`config.mk`:
```
export PLATFORM = sky130hd
export DESIGN_NAME = svm_ctrl
export DESIGN_NICKNAME = d
export VERILOG_FILES = /design/src/hdl/svm_pkg.sv /design/src/hdl/svm_ctrl.sv
export SDC_FILE = /design/constraint.sdc
export NUM_CORES = 1
export LEC_CHECK = 0
export BUFFER_PORTS_ARGS = -buffer_cell sky130_fd_sc_hd__buf_4
export CAP_MARGIN = 25
export CORE_AREA = 2 2 39 41
export DETAILED_ROUTE_END_ITERATION = 16
export DIE_AREA = 0 0 41 43
export GPL_ROUTABILITY_DRIVEN = 0
export HOLD_SLACK_MARGIN = 0.05
export MAX_ROUTING_LAYER = met4
export PLACE_DENSITY = 0.51
export SYNTH_ARGS = -nofsm -noshare
export SYNTH_HDL_FRONTEND = slang
export SYNTH_SLANG_ARGS = --single-unit
```
`constraint.sdc`:
```
create_clock -name clk -period 1.6 [get_ports clk]
set_clock_uncertainty 0.15 [all_clocks]
set_input_delay 0.32 -clock clk [delete_from_list [all_inputs] [get_ports clk]]
set_output_delay 0.32 -clock clk [all_outputs]
set_load 0.005 [all_outputs]
```
`src/hdl/svm_pkg.sv`:
```
// ============================================================================
// svm_pkg: shared types and constants for the stack machine execute unit
// Command codes, status codes, controller/datapath command and status structs.
// ============================================================================
package svm_pkg;

    localparam int unsigned DataW    = 32;
    localparam int unsigned IpW      = 16;
    localparam int unsigned CmdW     = 4;
    localparam int unsigned StatW    = 2;
    localparam int unsigned LimitW   = 11;
    localparam int unsigned ProgLenW = 17;
    localparam int unsigned AddrW    = 3;

    localparam logic [AddrW-1:0] RegStackLimit = 3'd0;
    localparam logic [AddrW-1:0] RegProgLength = 3'd4;

    typedef enum logic [CmdW-1:0] {
        CMD_PUSH = 4'd0,
        CMD_POP  = 4'd1,
        CMD_CALL = 4'd2,
        CMD_RET  = 4'd3,
        CMD_JMP  = 4'd4,
        CMD_JZ   = 4'd5,
        CMD_JPOS = 4'd6,
        CMD_JNEG = 4'd7,
        CMD_ADD  = 4'd8,
        CMD_SUB  = 4'd9,
        CMD_MUL  = 4'd10,
        CMD_DIV  = 4'd11
    } cmd_t;

    typedef enum logic [StatW-1:0] {
        ST_OK      = 2'd0,
        ST_STACK   = 2'd1,
        ST_ARITH   = 2'd2,
        ST_RETADDR = 2'd3
    } status_t;

    // controller -> datapath
    typedef struct packed {
        logic load;       // capture input item, issue stack read
        logic iter_start; // begin mul/div iteration
        logic iter_step;  // one iteration step
        logic finish;     // evaluate result, update state, fill output
    } dp_cmd_t;

    // datapath -> controller
    typedef struct packed {
        logic iter_done;
        logic is_iter;    // mul or div
    } dp_stat_t;

endpackage

```
`src/hdl/svm_ctrl.sv`:
```
// ============================================================================
// svm_ctrl: execute unit controller
// Sequences load, stack read, optional mul/div iteration and write-back.
// ============================================================================
module svm_ctrl (
    input  logic              clk,
    input  logic              rst_n,
    input  logic              in_valid,
    output logic              in_ready,
    output logic              out_valid,
    input  logic              out_ready,
    input  svm_pkg::dp_stat_t stat,
    output svm_pkg::dp_cmd_t  cmd
);
    import svm_pkg::*;

    typedef enum logic [3:0] {
        S_IDLE = 4'b0001,
        S_READ = 4'b0010,
        S_ITER = 4'b0100,
        S_DONE = 4'b1000
    } state_t;

    state_t state_reg, state_next;
    logic   out_valid_reg, out_valid_next;

    // accept only when the output register is free
    assign in_ready  = (state_reg == S_IDLE) && !out_valid_reg;
    assign out_valid = out_valid_reg;

    always_comb
    begin
        state_next     = state_reg;
        out_valid_next = out_valid_reg && !out_ready;
        cmd            = '0;
        unique case (state_reg)
            S_IDLE:
            begin
                if (in_valid && in_ready)
                begin
                    cmd.load   = 1'b1;
                    state_next = S_READ;
                end
            end
            S_READ:
            begin
                if (stat.is_iter)
                begin
                    cmd.iter_start = 1'b1;
                    state_next     = S_ITER;
                end
                else
                    state_next = S_DONE;
            end
            S_ITER:
            begin
                cmd.iter_step = 1'b1;
                if (stat.iter_done)
                    state_next = S_DONE;
            end
            S_DONE:
            begin
                cmd.finish     = 1'b1;
                out_valid_next = 1'b1;
                state_next     = S_IDLE;
            end
            default: state_next = S_IDLE;
        endcase
    end

    always_ff @(posedge clk or negedge rst_n)
    begin
        if (!rst_n)
        begin
            state_reg     <= S_IDLE;
            out_valid_reg <= 1'b0;
        end
        else
        begin
            state_reg     <= state_next;
            out_valid_reg <= out_valid_next;
        end
    end
endmodule

```
==> results.py, run 1 <==
metrics = {
    "power": {
        "p_leak_nw": 0.2388,
        "power_density_nw_per_um2": 1374,
        "finalPower_mw": 0.7480,
        "ir_drop_mv": 0.5537,
    },
    "cells_and_area": {
        "layout_commonest_cell": "buf_4",
        "largest_reg_flops": 4,
        "finalNetCount": 57,
        "layout_common_cells": "buf_4, dfrtp_1, clkbuf_4, buf_6",
        "drive_gt1_share_pct": 60.00,
        "final-instance-count-excl-fill": 66,
        "area_delta_synth_final_pct": 81.25,
        "n_antenna_cell": 0,
        "fin_area_um2": 544.3,
    },
    "logic_synthesis": {
        "synthMuxAreaShare_pct": 0,
        "synth_top_family_by_area": "simple AND/OR/NAND/NOR gates",
        "synth-adder-area-share_pct": 0,
        "synth_compound_area_share_pct": 12.08,
        "ys_seq_elements": 5,
        "synth.distinct_cells": 21,
        "ys_seq_area_share_pct": 42.08,
        "avgSynthCellArea_um2": 10.35,
        "syn_inst": 29,
        "yosys_warnings": 0,
        "synthXorXnorAreaFrac_pct": 0,
        "synth_nets": 35,
        "syn_area_um2": 300.3,
        "yosys.area_share.simple_pct": 36.25,
    },
    "floorplan": {
        "die_w_um": 41,
        "io_pins": 12,
        "initial_core_util_pct": 21.70,
        "floorplan.rows": 14,
        "die-area_um2": 1763,
        "fp.dieH_um": 43,
        "core_area_um2": 1384,
    },
    "worst_setup_path": {
        "arrival_ns": 1.53,
        "worst_ep_required_time_ns": 1.13,
        "reg2reg_slack_ns": 0.05,
        "crit_chain": "or4b_4 -> nor3b_2 -> buf_4",
        "critPathKind": "reg2out",
        "max_stage_delay_ns": 0.52,
        "critical_path.max_fanout": 3,
        "start_kind": "register",
        "end_kind": "output pin",
        "critPathSlowestCell": "dfstp_2",
    },
    "timing": {
        "setup_viol": 5,
        "finalHoldViolCount": 0,
        "tightestPinTransition_ns": 0.2986,
        "fin_ws_ns": -0.3968,
        "finalCritPeriodShare_pct": 124.8,
        "hold_ws_ns": 0.2042,
        "relSlewSlack_pct": 79.84,
        "final.setup.tns_ns": -0.9060,
        "slew_violations": 0,
        "period_needed_ns": 1.997,
        "grt_setup_unrepaired": "true",
        "maxClockFrequency_ghz": 0.5008,
    },
    "route": {
        "wl_um": 747,
        "avgViaCountPerCell": 4.561,
        "first_pass_iters": 2,
        "via_count": 301,
        "wl_per_cell_um": 11.32,
        "drc": 0,
        "drtIter0Drc": 1,
        "drtAntennaViolNets": 0,
    },
    "grt": {
        "grt_pass1_wl_um": 1186,
        "grt-ovfl-total": 0,
        "grt_pass1_vias": 278,
        "antenna_found_initial": 0,
        "grt_max_degree": 10,
        "gr-usage-all-layers_pct": 10.55,
    },
    "placement": {
        "port_buffers": 11,
        "place_inst": 58,
        "dpl-instance-area_um2": 424.2,
    },
    "cts": {
        "clk_latency_ns": 0.24,
        "clk_path_buf_depth": 2,
        "htree_levels": 1,
        "cts_tree": "built",
        "cts.sinks": 5,
        "cts_buffers": 3,
        "path_clk_slew_ns": 0.05,
        "root_buffer": "clkbuf_4",
    },
    "flow_run": {
        "maxCapViolCount": 0,
    },
    "min_path": {
        "hp-class": "in2reg",
    },
    "status": {
        "run_status": "finished with violations",
        "violations": "setup timing",
    },
}
-- worst paths after layout --
path | from | to | cells after the start
worst max-delay path | state_reg[0] | cmd[3] | 3
worst min-delay path | stat[1] | state_reg[2] | 3
worst max register to register | state_reg[2] | state_reg[3] | 4
worst min register to register | out_valid | state_reg[1] | 1
max in group asynchronous | rst_n | state_reg[0] | 2
min in group asynchronous | rst_n | state_reg[1] | 2
-- cell usage after synthesis --
| cell type | number | area share [%] |
|---|---|---|
| dfrtp_1 | 4 | 33 |
| a211oi_1 | 2 | 5.0 |
| inv_1 | 2 | 2.5 |
| nand3b_1 | 2 | 5.0 |
| nor3b_1 | 2 | 5.0 |
| nor4b_1 | 2 | 5.8 |
| a21o_1 | 1 | 2.5 |
| buf_2 | 1 | 1.7 |
| buf_6 | 1 | 3.7 |
| clkbuf_2 | 1 | 1.7 |
| dfstp_2 | 1 | 8.8 |
| nand2_1 | 1 | 1.2 |
| nor2_1 | 1 | 1.2 |
| nor2b_1 | 1 | 2.1 |
| nor4_1 | 1 | 2.1 |
| nor4bb_1 | 1 | 3.3 |
| o21ai_0 | 1 | 1.7 |
| o311ai_0 | 1 | 2.9 |
| or3b_1 | 1 | 2.9 |
| or3b_2 | 1 | 2.9 |
| or4b_4 | 1 | 4.6 |
-- metrics by stage --
stage          util (%)  worst slack, ns
2_1_floorplan         -          -0.1506
3_3_place_gp      30.65          -0.1245
3_5_place_dp      30.65          -0.1432
4_1_cts           37.52          -0.4111
5_1_grt           39.33          -0.4206
6_report          39.33          -0.3968
-- power by group --
| group | switching (mW) | internal [mW] |
|---|---|---|
| sequential | 0.0264 | 0.171 |
| combinational | 0.183 | 0.221 |
| clock | 0.0521 | 0.0943 |
| total | 0.262 | 0.486 |
-- critical path, delay by kind of cell, from the launching register on --
kind | cells | cell delay (ns)
buffers and inverters | 1 | 0.13
flip-flops | 1 | 0.52
AND/OR/NAND/NOR | 2 | 0.64
-- final cells by class --
cell class / instances / area (um2)
repair buffers: 20 / 163.9
well taps: 16 / 20.02
clock buffers: 4 / 26.28
flip-flops and latches: 5 / 126.4
fillers: 149 / 839.6
multi-input cells: 19 / 200.2
inverters: 2 / 7.507
-- cell families after synthesis --
family                 Yosys count
DFF                              5
and+or+nand+nor                 14
buffers and inverters            5
AOI/OAI and AO/OA                5
-- layer usage --
metal	track usage (%)	wire, um	up-vias
li1	-	-	151
met1	13.73	337	146
met2	14.06	393	4
met3	3.141	16	0
met4	6.000	0	0
met5	-	0	-
-- what timing repair did --
action / CTS / global route
pin swaps: 1 / 2
hold buffers: 1 / 0
setup endpoints to repair: 5 / 6
resized for setup: 7 / 4
buffers inserted: 2 / 2
endpoints found under the hold margin: 5 / 0
No activity file was read; power rests on OpenSTA's default activity.
==> run 2, diff against run 1 <==
--- a/config.mk
+++ b/config.mk
@@ -14,6 +14,7 @@
 export HOLD_SLACK_MARGIN = 0.05
 export MAX_ROUTING_LAYER = met4
 export PLACE_DENSITY = 0.51
+export RECOVER_POWER = 25
 export SYNTH_ARGS = -nofsm -noshare
 export SYNTH_HDL_FRONTEND = slang
 export SYNTH_SLANG_ARGS = --single-unit
==> results.py, run 2 (same netlist as run 1, synthesis figures left out) <==
metrics = {
    "status": {
        "run_status": "finished with violations",
        "violations": "setup timing",
    },
    "worst_setup_path": {
        "r2r-end": "state_reg[3]",
        "cp-startpoint": "state_reg[0]",
        "cp_top_family": "simple AND/OR/NAND/NOR gates",
        "r2r-start": "state_reg[2]",
        "reg2reg_slack_ns": 0.05,
        "crit_chain": "or4b_4 -> nor3b_2 -> buf_4",
        "critPathSlowestCell": "dfstp_2",
        "critPathKind": "reg2out",
        "crit_buf_inv": 1,
        "arrival_ns": 1.53,
        "worst_ep_required_time_ns": 1.13,
        "end_kind": "output pin",
        "critical_path.max_fanout": 3,
        "max_stage_delay_ns": 0.52,
        "r2r_cells": 4,
        "start_kind": "register",
    },
    "cts": {
        "cts.sinks": 5,
        "cts_tree": "built",
        "clk_latency_ns": 0.24,
        "cts_buffers": 3,
        "path_clk_slew_ns": 0.04,
        "root_buffer": "clkbuf_4",
        "htree_levels": 1,
        "clk_path_buf_depth": 2,
    },
    "grt": {
        "grt_max_degree": 10,
        "use_met3_pct": 3.141,
        "antenna_found_initial": 0,
        "grt_pass1_vias": 278,
        "use_met2_pct": 14.06,
        "grt-ovfl-total": 0,
        "busiest_layer": "met2",
        "gr-usage-all-layers_pct": 10.55,
        "grt_pass1_wl_um": 1186,
        "grt_util_met1_pct": 13.73,
    },
    "timing": {
        "final.setup.tns_ns": -0.8940,
        "hold_ws_ns": 0.2052,
        "period_needed_ns": 1.996,
        "relSlewSlack_pct": 79.84,
        "finalHoldViolCount": 0,
        "fin_ws_ns": -0.3958,
        "maxClockFrequency_ghz": 0.5011,
        "setup_viol": 5,
        "slew_violations": 0,
        "grt_setup_unrepaired": "true",
        "tightestPinTransition_ns": 0.2986,
        "finalCritPeriodShare_pct": 124.7,
    },
    "route": {
        "avgViaCountPerCell": 4.561,
        "drtIter0Drc": 1,
        "via_count": 301,
        "wl_per_cell_um": 11.29,
        "first_pass_iters": 2,
        "drc": 0,
        "wl_um": 745,
        "drtAntennaViolNets": 0,
    },
    "min_path": {
        "min_path_cells": 3,
        "hold_path_end": "state_reg[2]",
        "hold_path_startpoint": "stat[1]",
        "hp-class": "in2reg",
    },
    "placement": {
        "dpl-instance-area_um2": 424.2,
        "port_buffers": 11,
    },
    "power": {
        "p_leak_nw": 0.2352,
        "finalPower_mw": 0.7463,
        "power_density_nw_per_um2": 1381,
        "ir_drop_mv": 0.5539,
    },
    "cells_and_area": {
        "drive_gt1_share_pct": 58.00,
        "largest_reg_flops": 4,
        "n_antenna_cell": 0,
        "post-route-util_pct": 39.06,
        "layout_common_cells": "buf_4, dfrtp_1, clkbuf_4, buf_6",
        "fin_area_um2": 540.5,
        "layout_commonest_cell": "buf_4",
        "finalNetCount": 57,
        "area_delta_synth_final_pct": 80.00,
    },
    "floorplan": {
        "floorplan.rows": 14,
        "core_area_um2": 1384,
        "die-area_um2": 1763,
        "fp.dieH_um": 43,
        "die_w_um": 41,
        "io_pins": 12,
        "initial_core_util_pct": 21.70,
    },
    "flow_run": {
        "maxCapViolCount": 0,
    },
}
-- run 2: worst max-delay path by stage --
stage / depth (start not counted) / end / slack [ns]
3_5_place_dp: 3 / cmd[3] / -0.14
6_report: 3 / cmd[3] / -0.40
3_3_place_gp: 3 / cmd[3] / -0.12
4_1_cts: 3 / cmd[3] / -0.41
5_1_grt: 3 / cmd[3] / -0.42
2_1_floorplan: 3 / cmd[3] / -0.15
-- run 2: routing by layer --
layer | wire length [um] | vias to the layer above
met5 | 0 | -
met4 | 0 | 0
met3 | 16 | 0
met2 | 396 | 4
met1 | 331 | 146
li1 | - | 151
-- run 2: worst min-delay path, stage by stage --
cell	delay, ns
buf_4	0.08
or3b_1	0.09
a211oi_1	0.06
-- run 2: area by class of cell --
cell class / count / area (um2)
repair buffers: 20 / 160.2
fillers: 149 / 843.3
inverters: 2 / 7.507
well taps: 16 / 20.02
clock buffers: 4 / 26.28
flip-flops and latches: 5 / 126.4
multi-input cells: 19 / 200.2
-- run 2: through the flow --
stage	cells	setup slack, ns
after floorplan	29	-0.1506
after CTS	65	-0.4111
final	66	-0.3958
after global routing	66	-0.4206
after detailed placement	58	-0.1432
after global placement	58	-0.1245
-- run 2: report_power, final --
part	total (mW)	switching, mW	internal (mW)	leakage (nW)
clock	0.146	0.0514	0.0943	0.0150
sequential	0.197	0.0268	0.171	0.0651
combinational	0.403	0.183	0.220	0.155
total	0.746	0.261	0.485	0.235
-- run 2: repair_timing --
| action | 4_1_cts | 5_1_grt |
|---|---|---|
| setup endpoints to repair | 5 | 6 |
| gates resized for setup | 7 | 4 |
| gates cloned | 0 | 0 |
| hold buffers | 1 | 0 |
| setup buffers | 2 | 2 |
| hold endpoints to repair | 5 | 0 |
| pin swaps | 1 | 2 |
==> run 3, diff against run 2 <==
--- a/config.mk
+++ b/config.mk
@@ -13,7 +13,6 @@
 export GPL_ROUTABILITY_DRIVEN = 0
 export HOLD_SLACK_MARGIN = 0.05
 export MAX_ROUTING_LAYER = met4
-export PLACE_DENSITY = 0.51
 export RECOVER_POWER = 25
 export SYNTH_ARGS = -nofsm -noshare
 export SYNTH_HDL_FRONTEND = slang
==> results.py, run 3 (same netlist as run 1, synthesis figures left out) <==
metrics = {
    "worst_setup_path": {
        "critPathKind": "reg2out",
        "end_kind": "output pin",
        "crit_chain": "or4b_4 -> nor3b_2 -> buf_4",
        "worst_ep_required_time_ns": 1.13,
        "r2r_cells": 3,
        "r2r-end": "state_reg[3]",
        "cp_top_family": "simple AND/OR/NAND/NOR gates",
        "arrival_ns": 1.52,
        "start_kind": "register",
        "critical_path.max_fanout": 3,
        "crit_buf_inv": 1,
        "critPathSlowestCell": "dfstp_2",
        "max_stage_delay_ns": 0.52,
        "r2r-start": "state_reg[2]",
        "reg2reg_slack_ns": 0.13,
    },
    "grt": {
        "antenna_found_initial": 0,
        "gr-usage-all-layers_pct": 9.411,
        "grt_max_degree": 11,
        "grt_pass1_vias": 253,
        "grt_pass1_wl_um": 1069,
        "grt-ovfl-total": 0,
    },
    "cts": {
        "root_buffer": "clkbuf_4",
        "cts.sinks": 5,
        "cts_buffers": 3,
        "path_clk_slew_ns": 0.05,
        "clk_path_buf_depth": 2,
        "htree_levels": 1,
        "cts_tree": "built",
        "clk_latency_ns": 0.25,
    },
    "cells_and_area": {
        "n_antenna_cell": 0,
        "drive_gt1_share_pct": 56.25,
        "largest_reg_flops": 4,
        "post-route-util_pct": 37.70,
        "finalNetCount": 55,
        "layout_common_cells": "buf_4, dfrtp_1, clkbuf_4, buf_6",
        "area_delta_synth_final_pct": 73.75,
        "fin_area_um2": 521.8,
        "layout_commonest_cell": "buf_4",
    },
    "power": {
        "intPower_mw": 0.4687,
        "power_frac_seq_pct": 27.0,
        "power_switching_mw": 0.2584,
        "ir_drop_mv": 0.4483,
        "power_density_nw_per_um2": 1394,
        "pwr-share-clk_pct": 20.9,
        "sw_frac_of_total_pct": 35.54,
        "p_leak_nw": 0.2254,
        "pwr-share-comb_pct": 52.1,
    },
    "timing": {
        "period_needed_ns": 1.995,
        "maxClockFrequency_ghz": 0.5013,
        "grt_setup_unrepaired": "true",
        "fin_ws_ns": -0.3950,
        "finalHoldViolCount": 0,
        "setup_viol": 5,
        "tightestPinTransition_ns": 0.2804,
        "hold_ws_ns": 0.1923,
        "relSlewSlack_pct": 81.07,
        "finalCritPeriodShare_pct": 124.7,
        "slew_violations": 0,
    },
    "route": {
        "via_count": 284,
        "drtIter0Drc": 1,
        "drc": 0,
        "first_pass_iters": 2,
        "wl_per_cell_um": 10.64,
        "avgViaCountPerCell": 4.438,
        "drtAntennaViolNets": 0,
        "wl_um": 681,
    },
    "floorplan": {
        "die_w_um": 41,
        "die-area_um2": 1763,
        "floorplan.rows": 14,
        "initial_core_util_pct": 21.70,
        "io_pins": 12,
        "core_area_um2": 1384,
        "fp.dieH_um": 43,
    },
    "status": {
        "violations": "setup timing",
        "run_status": "finished with violations",
    },
    "placement": {
        "dpl-instance-area_um2": 424.2,
        "port_buffers": 11,
        "dp_worst_setup_slack_ns": -0.1370,
        "place_hpwl_um": 486.7,
    },
    "min_path": {
        "hold_path_end": "state_reg[2]",
        "hold_path_startpoint": "stat[1]",
        "min_path_cells": 3,
        "hp-class": "in2reg",
    },
    "flow_run": {
        "maxCapViolCount": 0,
    },
}
[run 3: cell types whose count changed in the layout (fill, tap and decap cells not counted), sizes merged]
cell,previous run,this run
clkinv,0,1
buf,18,16
clkbuf,5,4
[run 3: per-layer routing]
layer / vias up / share of wire, % / global-route usage, %
li1: 145 / - / -
met1: 129 / 44 / 12.75
met2: 10 / 49 / 11.56
met3: 0 / 6.2 / 3.141
met4: 0 / 0 / 6.000
met5: - / 0 / -
[run 3: worst max path at each step]
stage / start / to / slack [ns] / depth (start not counted)
after floorplan: state_reg[0] / cmd[3] / -0.15 / 3
after global placement: state_reg[0] / cmd[3] / -0.12 / 3
after detailed placement: state_reg[0] / cmd[3] / -0.14 / 3
after CTS: state_reg[0] / cmd[3] / -0.41 / 3
after global routing: state_reg[0] / cmd[3] / -0.43 / 3
final: state_reg[0] / cmd[3] / -0.39 / 3
[run 3: tightest hold or removal path: stages]
cell,delay (ns)
buf_4,0.08
or3b_1,0.09
a211oi_1,0.06
[run 3: timing repair]
item	CTS	global route
gates resized for setup	8	1
hold buffers	1	0
endpoints found under the hold margin	5	0
setup endpoints to repair	5	5
pin swaps	3	1
buffers inserted	1	1
[run 3: stage by stage]
stage | TNS (ns) | instances | power, mW
final | -0.9605 | 64 | 0.7271
after global routing | -1.179 | 64 | 0.7770
after CTS | -1.010 | 63 | 0.7251
after detailed placement | -0.2010 | 58 | 0.5025
after global placement | -0.1855 | 58 | 0.4980
after floorplan | -0.2434 | 29 | 0.4079
[run 3: final cells by class]
cell class | instances | area, um2
well taps | 16 | 20.02
clock inverters | 1 | 5.005
repair buffers | 18 | 145.1
clock buffers | 3 | 22.52
flip-flops and latches | 5 | 126.4
inverters | 2 | 7.507
fillers | 142 | 862.1
multi-input cells | 19 | 195.2
[run 3: power by group through the flow]
| stage | Sequential (mW) | Clock [mW] | Combinational (mW) |
|---|---|---|---|
| 6_report | 0.197 | 0.152 | 0.379 |
| 5_1_grt | 0.200 | 0.162 | 0.415 |
| 4_1_cts | 0.195 | 0.155 | 0.376 |
| 3_5_place_dp | 0.194 | 0 | 0.309 |
| 3_3_place_gp | 0.193 | 0 | 0.305 |
| 2_1_floorplan | 0.192 | 0 | 0.216 |
